## config.mk

```make
export PLATFORM = sky130hd
export DESIGN_NAME = circular_list_engine_top
export DESIGN_NICKNAME = d
export VERILOG_FILES = /design/src/rtl/core/cle_pkg.sv /design/src/rtl/core/circular_list_engine_top.sv
export VERILOG_INCLUDE_DIRS = /design/src /design/src/rtl/core
export SDC_FILE = /design/constraint.sdc
export NUM_CORES = 1
export LEC_CHECK = 0
export ABC_AREA = 0
export BUFFER_PORTS_ARGS = -buffer_cell sky130_fd_sc_hd__buf_4
export CAP_MARGIN = 20
export CORE_MARGIN = 2
export CORE_UTILIZATION = 55
export CTS_CLUSTER_DIAMETER = 40
export CTS_CLUSTER_SIZE = 12
export DETAILED_ROUTE_END_ITERATION = 8
export GPL_TIMING_DRIVEN = 0
export PLACE_DENSITY = 0.69
export SYNTH_ARGS = -nofsm -noshare
export SYNTH_HDL_FRONTEND = slang
export SYNTH_SLANG_ARGS = --single-unit
```

## constraint.sdc

```tcl
create_clock -name clock -period 5.05 [get_ports clock]
set_input_delay 0.2525 -clock clock [delete_from_list [all_inputs] [get_ports clock]]
set_output_delay 0.2525 -clock clock [all_outputs]
set_load 0.01 [all_outputs]
```

## src/rtl/core/circular_list_engine_top_assert.svh

```systemverilog
// ----------------------------------------------------------------------------
// circular_list_engine_top_assert.svh
// Assertion macros for the circular list engine. The bodies sample on the
// rising edge of clock and stay quiet while reset is high.
// ----------------------------------------------------------------------------
`ifndef CIRCULAR_LIST_ENGINE_TOP_ASSERT_SVH
`define CIRCULAR_LIST_ENGINE_TOP_ASSERT_SVH

// Check a consequent in the same cycle as its antecedent
`define CLE_ASSERT_IMP(label, ante, cons, msg) \
   label: assert property (@(posedge clock) disable iff (reset) (ante) |-> (cons)) \
      else $error(msg);

// Check a consequent in the cycle after its antecedent
`define CLE_ASSERT_NXT(label, ante, cons, msg) \
   label: assert property (@(posedge clock) disable iff (reset) (ante) |=> (cons)) \
      else $error(msg);

`endif

```

## src/rtl/core/cle_pkg.sv

```systemverilog
// ----------------------------------------------------------------------------
// cle_pkg
// Shared widths, operation codes and status codes of the circular list engine.
// ----------------------------------------------------------------------------
`timescale 1ns / 1ps
`default_nettype none

package cle_pkg;

   // Default store geometry
   localparam int DEPTH_DEFAULT      = 16;
   localparam int DATA_WIDTH_DEFAULT = 32;

   // Fixed port widths
   localparam int OP_W     = 4;
   localparam int VALUE_W  = 32;
   localparam int POS_W    = 5;
   localparam int STATUS_W = 2;
   localparam int INDEX_W  = 4;
   localparam int COUNT_W  = 5;

   // Operation codes
   typedef enum logic [OP_W-1:0] {
      OP_INS_FRONT = 4'd0,
      OP_INS_END   = 4'd1,
      OP_INS_AFTER = 4'd2,
      OP_DEL_FRONT = 4'd3,
      OP_DEL_END   = 4'd4,
      OP_DEL_VALUE = 4'd5,
      OP_SEARCH    = 4'd6,
      OP_MAX       = 4'd7,
      OP_READ_ALL  = 4'd8
   } op_type;

   // Result status codes
   typedef enum logic [STATUS_W-1:0] {
      ST_OK        = 2'd0,
      ST_EMPTY     = 2'd1,
      ST_FULL      = 2'd2,
      ST_NOT_FOUND = 2'd3
   } status_type;

endpackage

`default_nettype wire

```

## src/rtl/core/circular_list_engine_top.sv

```systemverilog
// ----------------------------------------------------------------------------
// circular_list_engine_top
// Bounded ordered list of signed words with insert, delete, search, maximum
// and read-out, walked one entry per cycle through a store with one write port and one read port.
// ----------------------------------------------------------------------------
//
//   channel   ports                                     handshake
//   -------   ---------------------------------------   -------------------------
//   request   req_operation, req_value, req_position    start high, busy low
//   response  rsp_status, rsp_found, rsp_data_out,      rsp_valid, one cycle each
//             rsp_index_out, rsp_count, rsp_last
//
// One word a cycle moves through the store read port. Inserts shift the words from
// the slot on up by one, then write; appends write at once. Deletes shift later
// words down (by value after a scan); search, maximum and read-out scan the list.
// Refused inserts, empty-list operations and unused codes answer next cycle.
// Read-out words come out on consecutive cycles; the receiver cannot stall.
// Reset is synchronous and empties the list; the store itself is not cleared.
//
`timescale 1ns / 1ps
`default_nettype none

`include "circular_list_engine_top_assert.svh"

module circular_list_engine_top
   import cle_pkg::*;
#(
   parameter int DEPTH      = DEPTH_DEFAULT,
   parameter int DATA_WIDTH = DATA_WIDTH_DEFAULT
) (
   input  wire logic                      clock,
   input  wire logic                      reset,
   input  wire logic                      start,
   output      logic                      busy,
   input  wire logic [OP_W-1:0]           req_operation,
   input  wire logic signed [VALUE_W-1:0] req_value,
   input  wire logic [POS_W-1:0]          req_position,
   output      logic                      rsp_valid,
   output      logic [STATUS_W-1:0]       rsp_status,
   output      logic                      rsp_found,
   output      logic signed [VALUE_W-1:0] rsp_data_out,
   output      logic [INDEX_W-1:0]        rsp_index_out,
   output      logic [COUNT_W-1:0]        rsp_count,
   output      logic                      rsp_last
);

   localparam int AW = $clog2(DEPTH);
   localparam int CW = $clog2(DEPTH + 1);
   localparam int PW = (CW > POS_W) ? CW : POS_W;

   typedef enum logic [2:0] {
      S_IDLE,
      S_SCAN,
      S_SCAN_END,
      S_DECIDE,
      S_MOVE,
      S_MOVE_END,
      S_COMMIT
   } state_type;

   // Control registers
   state_type             state_ff, state_in;
   logic [CW-1:0]         count_ff, count_in;
   logic                  rd_vld_ff, rd_vld_in;

   // Item and walk registers
   logic [OP_W-1:0]       op_ff, op_in;
   logic [DATA_WIDTH-1:0] key_ff, key_in;
   logic [AW-1:0]         at_ff, at_in;
   logic [AW-1:0]         ptr_ff, ptr_in;
   logic [AW-1:0]         end_ff, end_in;
   logic [AW-1:0]         start_ff, start_in;
   logic                  dir_up_ff, dir_up_in;
   logic                  ins_ff, ins_in;
   logic                  found_ff, found_in;
   logic [AW-1:0]         hit_idx_ff, hit_idx_in;
   logic [DATA_WIDTH-1:0] hit_data_ff, hit_data_in;
   logic [AW-1:0]         rd_idx_ff, rd_idx_in;

   // Result registers
   logic                  rsp_valid_ff, rsp_valid_in;
   status_type            rsp_status_ff, rsp_status_in;
   logic                  rsp_found_ff, rsp_found_in;
   logic [VALUE_W-1:0]    rsp_data_ff, rsp_data_in;
   logic [INDEX_W-1:0]    rsp_index_ff, rsp_index_in;
   logic [COUNT_W-1:0]    rsp_count_ff, rsp_count_in;
   logic                  rsp_last_ff, rsp_last_in;

   // Store ports
   logic [DATA_WIDTH-1:0] mem [DEPTH];
   logic [DATA_WIDTH-1:0] rd_data_ff;
   logic                  mem_rd_en;
   logic                  mem_wr_en;
   logic [AW-1:0]         mem_wr_addr;
   logic [DATA_WIDTH-1:0] mem_wr_data;

   // Insert placement
   logic [CW-1:0]         at_sel;
   logic                  pos_in_range;
   logic                  scan_phase;

   assign busy          = (state_ff != S_IDLE);
   assign rsp_valid     = rsp_valid_ff;
   assign rsp_status    = rsp_status_ff;
   assign rsp_found     = rsp_found_ff;
   assign rsp_data_out  = rsp_data_ff;
   assign rsp_index_out = rsp_index_ff;
   assign rsp_count     = rsp_count_ff;
   assign rsp_last      = rsp_last_ff;

   // Pick the insert slot: front, after the given element, or the end
   assign pos_in_range = (req_position != '0) && (PW'(req_position) < PW'(count_ff));
   always_comb begin
      if (req_operation == OP_INS_FRONT) begin
         at_sel = '0;
      end else if (req_operation == OP_INS_AFTER && pos_in_range) begin
         at_sel = CW'(req_position);
      end else begin
         at_sel = count_ff;
      end
   end

   assign scan_phase = (state_ff == S_SCAN) || (state_ff == S_SCAN_END);

   // Sequencer next state
   always_comb begin
      state_in      = state_ff;
      count_in      = count_ff;
      rd_vld_in     = 1'b0;
      op_in         = op_ff;
      key_in        = key_ff;
      at_in         = at_ff;
      ptr_in        = ptr_ff;
      end_in        = end_ff;
      start_in      = start_ff;
      dir_up_in     = dir_up_ff;
      ins_in        = ins_ff;
      found_in      = found_ff;
      hit_idx_in    = hit_idx_ff;
      hit_data_in   = hit_data_ff;
      rd_idx_in     = ptr_ff;
      mem_rd_en     = 1'b0;
      mem_wr_en     = 1'b0;
      mem_wr_addr   = '0;
      mem_wr_data   = key_ff;
      rsp_valid_in  = 1'b0;
      rsp_status_in = ST_OK;
      rsp_found_in  = 1'b0;
      rsp_data_in   = '0;
      rsp_index_in  = '0;
      rsp_last_in   = 1'b1;

      // Consume the word returned by the previous read
      if (rd_vld_ff) begin
         if (scan_phase) begin
            case (op_ff) inside
               OP_DEL_VALUE, OP_SEARCH: begin
                  if (!found_ff && rd_data_ff == key_ff) begin
                     found_in    = 1'b1;
                     hit_idx_in  = rd_idx_ff;
                     hit_data_in = rd_data_ff;
                  end
               end
               OP_MAX: begin
                  if (rd_idx_ff == '0 || $signed(rd_data_ff) > $signed(hit_data_ff)) begin
                     hit_idx_in  = rd_idx_ff;
                     hit_data_in = rd_data_ff;
                  end
               end
               OP_READ_ALL: begin
                  rsp_valid_in = 1'b1;
                  rsp_data_in  = VALUE_W'(rd_data_ff);
                  rsp_index_in = INDEX_W'(rd_idx_ff);
                  rsp_last_in  = (rd_idx_ff == end_ff);
               end
               default: ;
            endcase
         end else if (ins_ff) begin
            // Shift toward the end to open the insert slot
            mem_wr_en   = 1'b1;
            mem_wr_addr = rd_idx_ff + AW'(1);
            mem_wr_data = rd_data_ff;
         end else if (rd_idx_ff == start_ff) begin
            // Hold the word being removed
            hit_data_in = rd_data_ff;
         end else begin
            // Shift toward the front to close the gap
            mem_wr_en   = 1'b1;
            mem_wr_addr = rd_idx_ff - AW'(1);
            mem_wr_data = rd_data_ff;
         end
      end

      unique case (state_ff)
         S_IDLE: begin
            if (start) begin
               op_in    = req_operation;
               key_in   = DATA_WIDTH'(req_value);
               found_in = 1'b0;
               unique case (req_operation) inside
                  OP_INS_FRONT, OP_INS_END, OP_INS_AFTER: begin
                     if (count_ff == CW'(DEPTH)) begin
                        rsp_valid_in  = 1'b1;
                        rsp_status_in = ST_FULL;
                     end else begin
                        at_in     = AW'(at_sel);
                        ins_in    = 1'b1;
                        dir_up_in = 1'b0;
                        ptr_in    = AW'(count_ff - CW'(1));
                        end_in    = AW'(at_sel);
                        state_in  = (at_sel < count_ff) ? S_MOVE : S_COMMIT;
                     end
                  end
                  OP_DEL_FRONT, OP_DEL_END, OP_DEL_VALUE, OP_SEARCH, OP_MAX,
                  OP_READ_ALL: begin
                     if (count_ff == '0) begin
                        rsp_valid_in  = 1'b1;
                        rsp_status_in = ST_EMPTY;
                     end else begin
                        ins_in    = 1'b0;
                        dir_up_in = 1'b1;
                        end_in    = AW'(count_ff - CW'(1));
                        if (req_operation == OP_DEL_FRONT) begin
                           ptr_in   = '0;
                           start_in = '0;
                           state_in = S_MOVE;
                        end else if (req_operation == OP_DEL_END) begin
                           ptr_in   = AW'(count_ff - CW'(1));
                           start_in = AW'(count_ff - CW'(1));
                           state_in = S_MOVE;
                        end else begin
                           ptr_in   = '0;
                           state_in = S_SCAN;
                        end
                     end
                  end
                  default: begin
                     // Unused codes answer ok and leave the list alone
                     rsp_valid_in = 1'b1;
                  end
               endcase
            end
         end

         S_SCAN, S_MOVE: begin
            // Issue one read a cycle until the walk reaches its end
            mem_rd_en = 1'b1;
            rd_vld_in = 1'b1;
            if (ptr_ff == end_ff) begin
               state_in = (state_ff == S_SCAN) ? S_SCAN_END : S_MOVE_END;
            end else begin
               ptr_in = dir_up_ff ? ptr_ff + AW'(1) : ptr_ff - AW'(1);
            end
         end

         S_SCAN_END: begin
            state_in = S_DECIDE;
         end

         S_DECIDE: begin
            state_in = S_IDLE;
            case (op_ff) inside
               OP_SEARCH, OP_MAX: begin
                  rsp_valid_in = 1'b1;
                  if (op_ff == OP_SEARCH && !found_ff) begin
                     rsp_status_in = ST_NOT_FOUND;
                  end else begin
                     rsp_found_in = (op_ff == OP_SEARCH);
                     rsp_data_in  = VALUE_W'(hit_data_ff);
                     rsp_index_in = INDEX_W'(hit_idx_ff);
                  end
               end
               OP_DEL_VALUE: begin
                  if (found_ff) begin
                     ptr_in   = hit_idx_ff;
                     start_in = hit_idx_ff;
                     state_in = S_MOVE;
                  end else begin
                     rsp_valid_in  = 1'b1;
                     rsp_status_in = ST_NOT_FOUND;
                  end
               end
               default: ;
            endcase
         end

         S_MOVE_END: begin
            state_in = S_COMMIT;
         end

         S_COMMIT: begin
            state_in     = S_IDLE;
            rsp_valid_in = 1'b1;
            if (ins_ff) begin
               mem_wr_en   = 1'b1;
               mem_wr_addr = at_ff;
               mem_wr_data = key_ff;
               count_in    = count_ff + CW'(1);
            end else begin
               count_in     = count_ff - CW'(1);
               rsp_found_in = (op_ff == OP_DEL_VALUE);
               rsp_data_in  = VALUE_W'(hit_data_ff);
               rsp_index_in = INDEX_W'(start_ff);
            end
         end

         default: state_in = S_IDLE;
      endcase

      rsp_count_in = COUNT_W'(count_in);
   end

   // Store: one write and one registered read per cycle
   always_ff @(posedge clock) begin
      if (mem_wr_en) begin
         mem[mem_wr_addr] <= mem_wr_data;
      end
      if (mem_rd_en) begin
         rd_data_ff <= mem[ptr_ff];
      end
   end

   // Hold state and registered outputs
   always_ff @(posedge clock) begin
      op_ff         <= op_in;
      key_ff        <= key_in;
      at_ff         <= at_in;
      ptr_ff        <= ptr_in;
      end_ff        <= end_in;
      start_ff      <= start_in;
      dir_up_ff     <= dir_up_in;
      ins_ff        <= ins_in;
      found_ff      <= found_in;
      hit_idx_ff    <= hit_idx_in;
      hit_data_ff   <= hit_data_in;
      rd_idx_ff     <= rd_idx_in;
      rsp_status_ff <= rsp_status_in;
      rsp_found_ff  <= rsp_found_in;
      rsp_data_ff   <= rsp_data_in;
      rsp_index_ff  <= rsp_index_in;
      rsp_count_ff  <= rsp_count_in;
      rsp_last_ff   <= rsp_last_in;
      if (reset) begin
         state_ff     <= S_IDLE;
         count_ff     <= '0;
         rd_vld_ff    <= 1'b0;
         rsp_valid_ff <= 1'b0;
      end else begin
         state_ff     <= state_in;
         count_ff     <= count_in;
         rd_vld_ff    <= rd_vld_in;
         rsp_valid_ff <= rsp_valid_in;
      end
   end

   // Checks
   `CLE_ASSERT_IMP(a_count_bound, 1'b1, count_ff <= CW'(DEPTH), "element count beyond depth")
   `CLE_ASSERT_IMP(a_count_step, count_ff != $past(count_ff),
      (count_ff == CW'($past(count_ff) + 1'b1)) || (count_ff == CW'($past(count_ff) - 1'b1)),
      "count moved by more than one")
   `CLE_ASSERT_NXT(a_full_refuse,
      start && !busy && count_ff == CW'(DEPTH) && (req_operation == OP_INS_FRONT ||
      req_operation == OP_INS_END || req_operation == OP_INS_AFTER),
      rsp_valid && rsp_status == ST_FULL, "insert into full list not refused")
   `CLE_ASSERT_NXT(a_readout_burst, rsp_valid && !rsp_last, rsp_valid, "read-out burst broke off")
   `CLE_ASSERT_IMP(a_idle_no_write, state_ff == S_IDLE, !mem_wr_en, "store written while idle")

endmodule

`default_nettype wire
```

==> run_results.csv <==
group,metric,value,unit
outcome,status,"finished, final reports clean",
floorplan,ioPinCount,91,
cells_and_area,insertedDiodeCount,0,
power_and_ir_drop,p_clk_frac,0.354,
route,drt_iter0_drc,1569,
flow_run,drv_cap,0,
timing,fin_skew,24.6,ps
synthesis,synthCells,1417,
clock_tree,root_buffer,"clkbuf_16",
global_routing,antenna_found_initial,2,
synthesis,ys_seq_elements,694,
floorplan,die_area,52200,sq um
power_and_ir_drop,switching_power,5560,uW
clock_tree,clk_pin_slew,60,ps
clock_tree,cts_made_buffers,97,
timing,fin_crit_sh,0.755,
power_and_ir_drop,swShare,0.296,
global_routing,busiest_layer,"met2",
floorplan,die_y,228,um
timing,fin_crit,3810,ps
worst_setup_path,critical_path_class,"flip-flop to flip-flop",
cells_and_area,final_area,33400,sq um
cells_and_area,nFillCells,3204,
clock_tree,clk_path_buf_depth,3,
floorplan,fp.dieW,228,um
synthesis,synthFlopType,"edfxtp_1",
cells_and_area,seqCellArea,20200,sq um
route,ant_nets,0,
global_routing,met2_usage,0.440,
floorplan,rows,82,
route,firstDrtPassIters,5,
floorplan,core_area,50000,sq um
worst_setup_path,path_cells,"xnor2_1 -> nand4_1 -> nor4_1 -> nand2_1 -> nor2_1 -> maj3_1 -> a31o_2",
route,remaining_drc_errors,0,
timing,drv_slew,0,
timing,fmax,262,MHz
worst_setup_path,critPathBufInv,0,
cells_and_area,area_delta_synth_final,20.5,%
placed_design,port_buffers,89,
floorplan,start_util,0.554,
worst_setup_path,cp_max_fo,32,
global_routing,grt_max_degree,33,
worst_setup_path,worst_setup_path_end_kind,"flip-flop",
placed_design,dp_hpwl,43.5,mm
global_routing,grt_pass1_vias,15194,
timing,worstMarginPinSlew,1140,ps
global_routing,grt_overflow,0,
route,wl_per_cell,28.0,um
cells_and_area,multi_input_area,7090,sq um
clock_tree,postCtsSetupBuffers,0,
synthesis,ys_types,65,
route,wirelength,67.7,mm
timing,timing.hold.ws,85.8,ps
timing,slew_headroom,0.233,
clock_tree,htree_levels,3,
global_routing,gr-usage-met1,0.362,
timing,tns,0,ps
route,via_per_inst,6.16,
worst_setup_path,path_delay_family,"simple AND/OR/NAND/NOR gates",
synthesis,seq_area_frac_synth,0.731,
timing,finalHoldViolCount,0,
worst_setup_path,worst_ep_required_time,5310,ps
clock_tree,cts_resized,0,
cells_and_area,layout-drive-gt1-share,0.294,
global_routing,grt_use_met3,0.0480,
synthesis,synth.avg_cell_area,19.5,sq um
clock_tree,worstSkewPairLatency,650,ps
power_and_ir_drop,total_leakage_power,0.0113,uW
power_and_ir_drop,p_comb_frac,0.227,
power_and_ir_drop,ir_worst_vdd,0.336,mV
worst_setup_path,start_kind,"flip-flop",
power_and_ir_drop,power,18800,uW
synthesis,yosysWarnings,0,
placed_design,pre_cts_ws,1230,ps
clock_tree,cts_hold_buf,36,
placed_design,dpl_cell_area,29800,sq um
cells_and_area,layout.nets,1758,
synthesis,syn-num-nets,1509,
timing,setup_viol,0,
placed_design,gp_congestion,0.866,
timing,rsz0062_at_grt,"no",
global_routing,grt_usage,0.266,
synthesis,netlist_area,27700,sq um
clock_tree,cts_tree,"done",
power_and_ir_drop,intPower,13200,uW
power_and_ir_drop,power_density,563,nW/um^2
worst_hold_path,hp-class,"input pin to flip-flop",
worst_setup_path,critical_path_arrival,4070,ps
synthesis,async_flop_share,0,
synthesis,synth_edf_count,634,
worst_setup_path,cpPeakStageDelay,1010,ps
clock_tree,clock_sink_count,694,
worst_setup_path,cp_slowest_cell,"nor4_1",
global_routing,grt_pass1_wl,99.9,mm
timing,postLayoutSetupSlackWorst,1240,ps
power_and_ir_drop,seq_power_share,0.419,
route,via_count,14883,
## cell families after synthesis
kind of cell / share of synthesized area
flip-flops: 0.731
multiplexers: 0.146
AND/OR/NAND/NOR: 0.0292
AO/OA/AOI/OAI: 0.0356
buffers and inverters: 0.0174
XOR/XNOR: 0.0187
adder cells (fa/ha/maj): 0.0223
## state kept, by name (all words and copies together) (netlist names), 2 cells and up
signal,flops
mem,512
hit_data_ff,32
key_ff,32
rd_data_ff,32
rsp_data_out,32
count_ff,5
rsp_count,5
at_ff,4
end_ff,4
hit_idx_ff,4
op_ff,4
ptr_ff,4
rd_idx_ff,4
rsp_index_out,4
start_ff,4
state_ff,3
rsp_status,2
## metal layers
metal | share of wire | wire [um]
met4 | 0.029 | 1960
met1 | 0.39 | 26700
met2 | 0.49 | 33400
met3 | 0.083 | 5600
met5 | 0 | 0
## area by class of cell
class	instances	share of cell area
Inverter	58	0.00652
Buffer	63	0.00791
Timing Repair Buffer	150	0.0455
Multi-Input combinational cell	602	0.213
Sequential cell	694	0.606
Clock buffer	114	0.0759
Tap cell	672	0.0252
Clock inverter	64	0.0202
## placed cells by master (no fill, tap or decap), types with 5 or more instances in the layout
| cell | instances |
|---|---|
| nand2b_1 | 5 |
| inv_1 | 55 |
| inv_6 | 13 |
| buf_1 | 9 |
| ha_1 | 47 |
| o21ai_0 | 14 |
| nor3_1 | 7 |
| buf_2 | 23 |
| nor2_1 | 34 |
| bufinv_16 | 8 |
| edfxtp_1 | 634 |
| a21o_1 | 6 |
| a22o_1 | 32 |
| buf_4 | 89 |
| a21oi_1 | 25 |
| clkinv_2 | 12 |
| nand4_1 | 23 |
| buf_12 | 15 |
| clkinv_4 | 8 |
| dfxtp_1 | 60 |
| dlygate4sd3_1 | 36 |
| o21a_1 | 6 |
| clkinv_1 | 6 |
| nor2_4 | 16 |
| clkbuf_16 | 98 |
| nand3_1 | 10 |
| buf_8 | 5 |
| nor2b_1 | 11 |
| xnor2_1 | 55 |
| clkbuf_1 | 46 |
| mux2_2 | 33 |
| clkinvlp_4 | 12 |
| a211oi_1 | 5 |
| mux2i_1 | 7 |
| mux4_2 | 160 |
| nand2_1 | 36 |
## power by group through the flow
stage / sequential [uW] / combinational (uW) / clock (uW)
4_1_cts: 7860 / 4250 / 6720
2_1_floorplan: 7720 / 2770 / 0
5_1_grt: 7910 / 4540 / 6980
3_3_place_gp: 7980 / 3970 / 0
6_report: 7880 / 4250 / 6650
3_5_place_dp: 7970 / 4190 / 0
## metrics by stage
step	utilization	instances
6_report	0.668	2417
5_1_grt	0.668	2417
4_1_cts	0.667	2414
3_5_place_dp	0.596	2200
3_3_place_gp	0.584	2178
2_1_floorplan	-	1417
## worst paths after layout
kind | start | end | cells past startpoint | slack [ps]
min reg2reg | ptr_ff[3] | rd_idx_ff[3] | 0 | 380
max | rd_data_ff[18] | hit_data_ff[19] | 7 | 1240
max reg2reg | rd_data_ff[18] | hit_data_ff[19] | 7 | 1240
min | reset | rd_vld_ff | 2 | 90
## synthesized netlist by cell type (7+ instances only)
cell	count	area, sq um
edfxtp_1	634	19000
mux4_2	160	3600
dfxtp_1	60	1200
inv_1	57	214
xnor2_1	55	482
nor2_1	50	188
ha_1	47	588
nand2_1	36	135
mux2_2	33	372
a22o_1	32	280
clkbuf_1	32	120
a21oi_1	25	125
nand4_1	23	144
buf_2	22	110
o21ai_0	14	70.1
nor2b_1	11	68.8
nand3_1	10	50.1
buf_1	9	33.8
mux2i_1	7	70.1
nor3_1	7	35.0
Power figures use the tool's default switching activity.
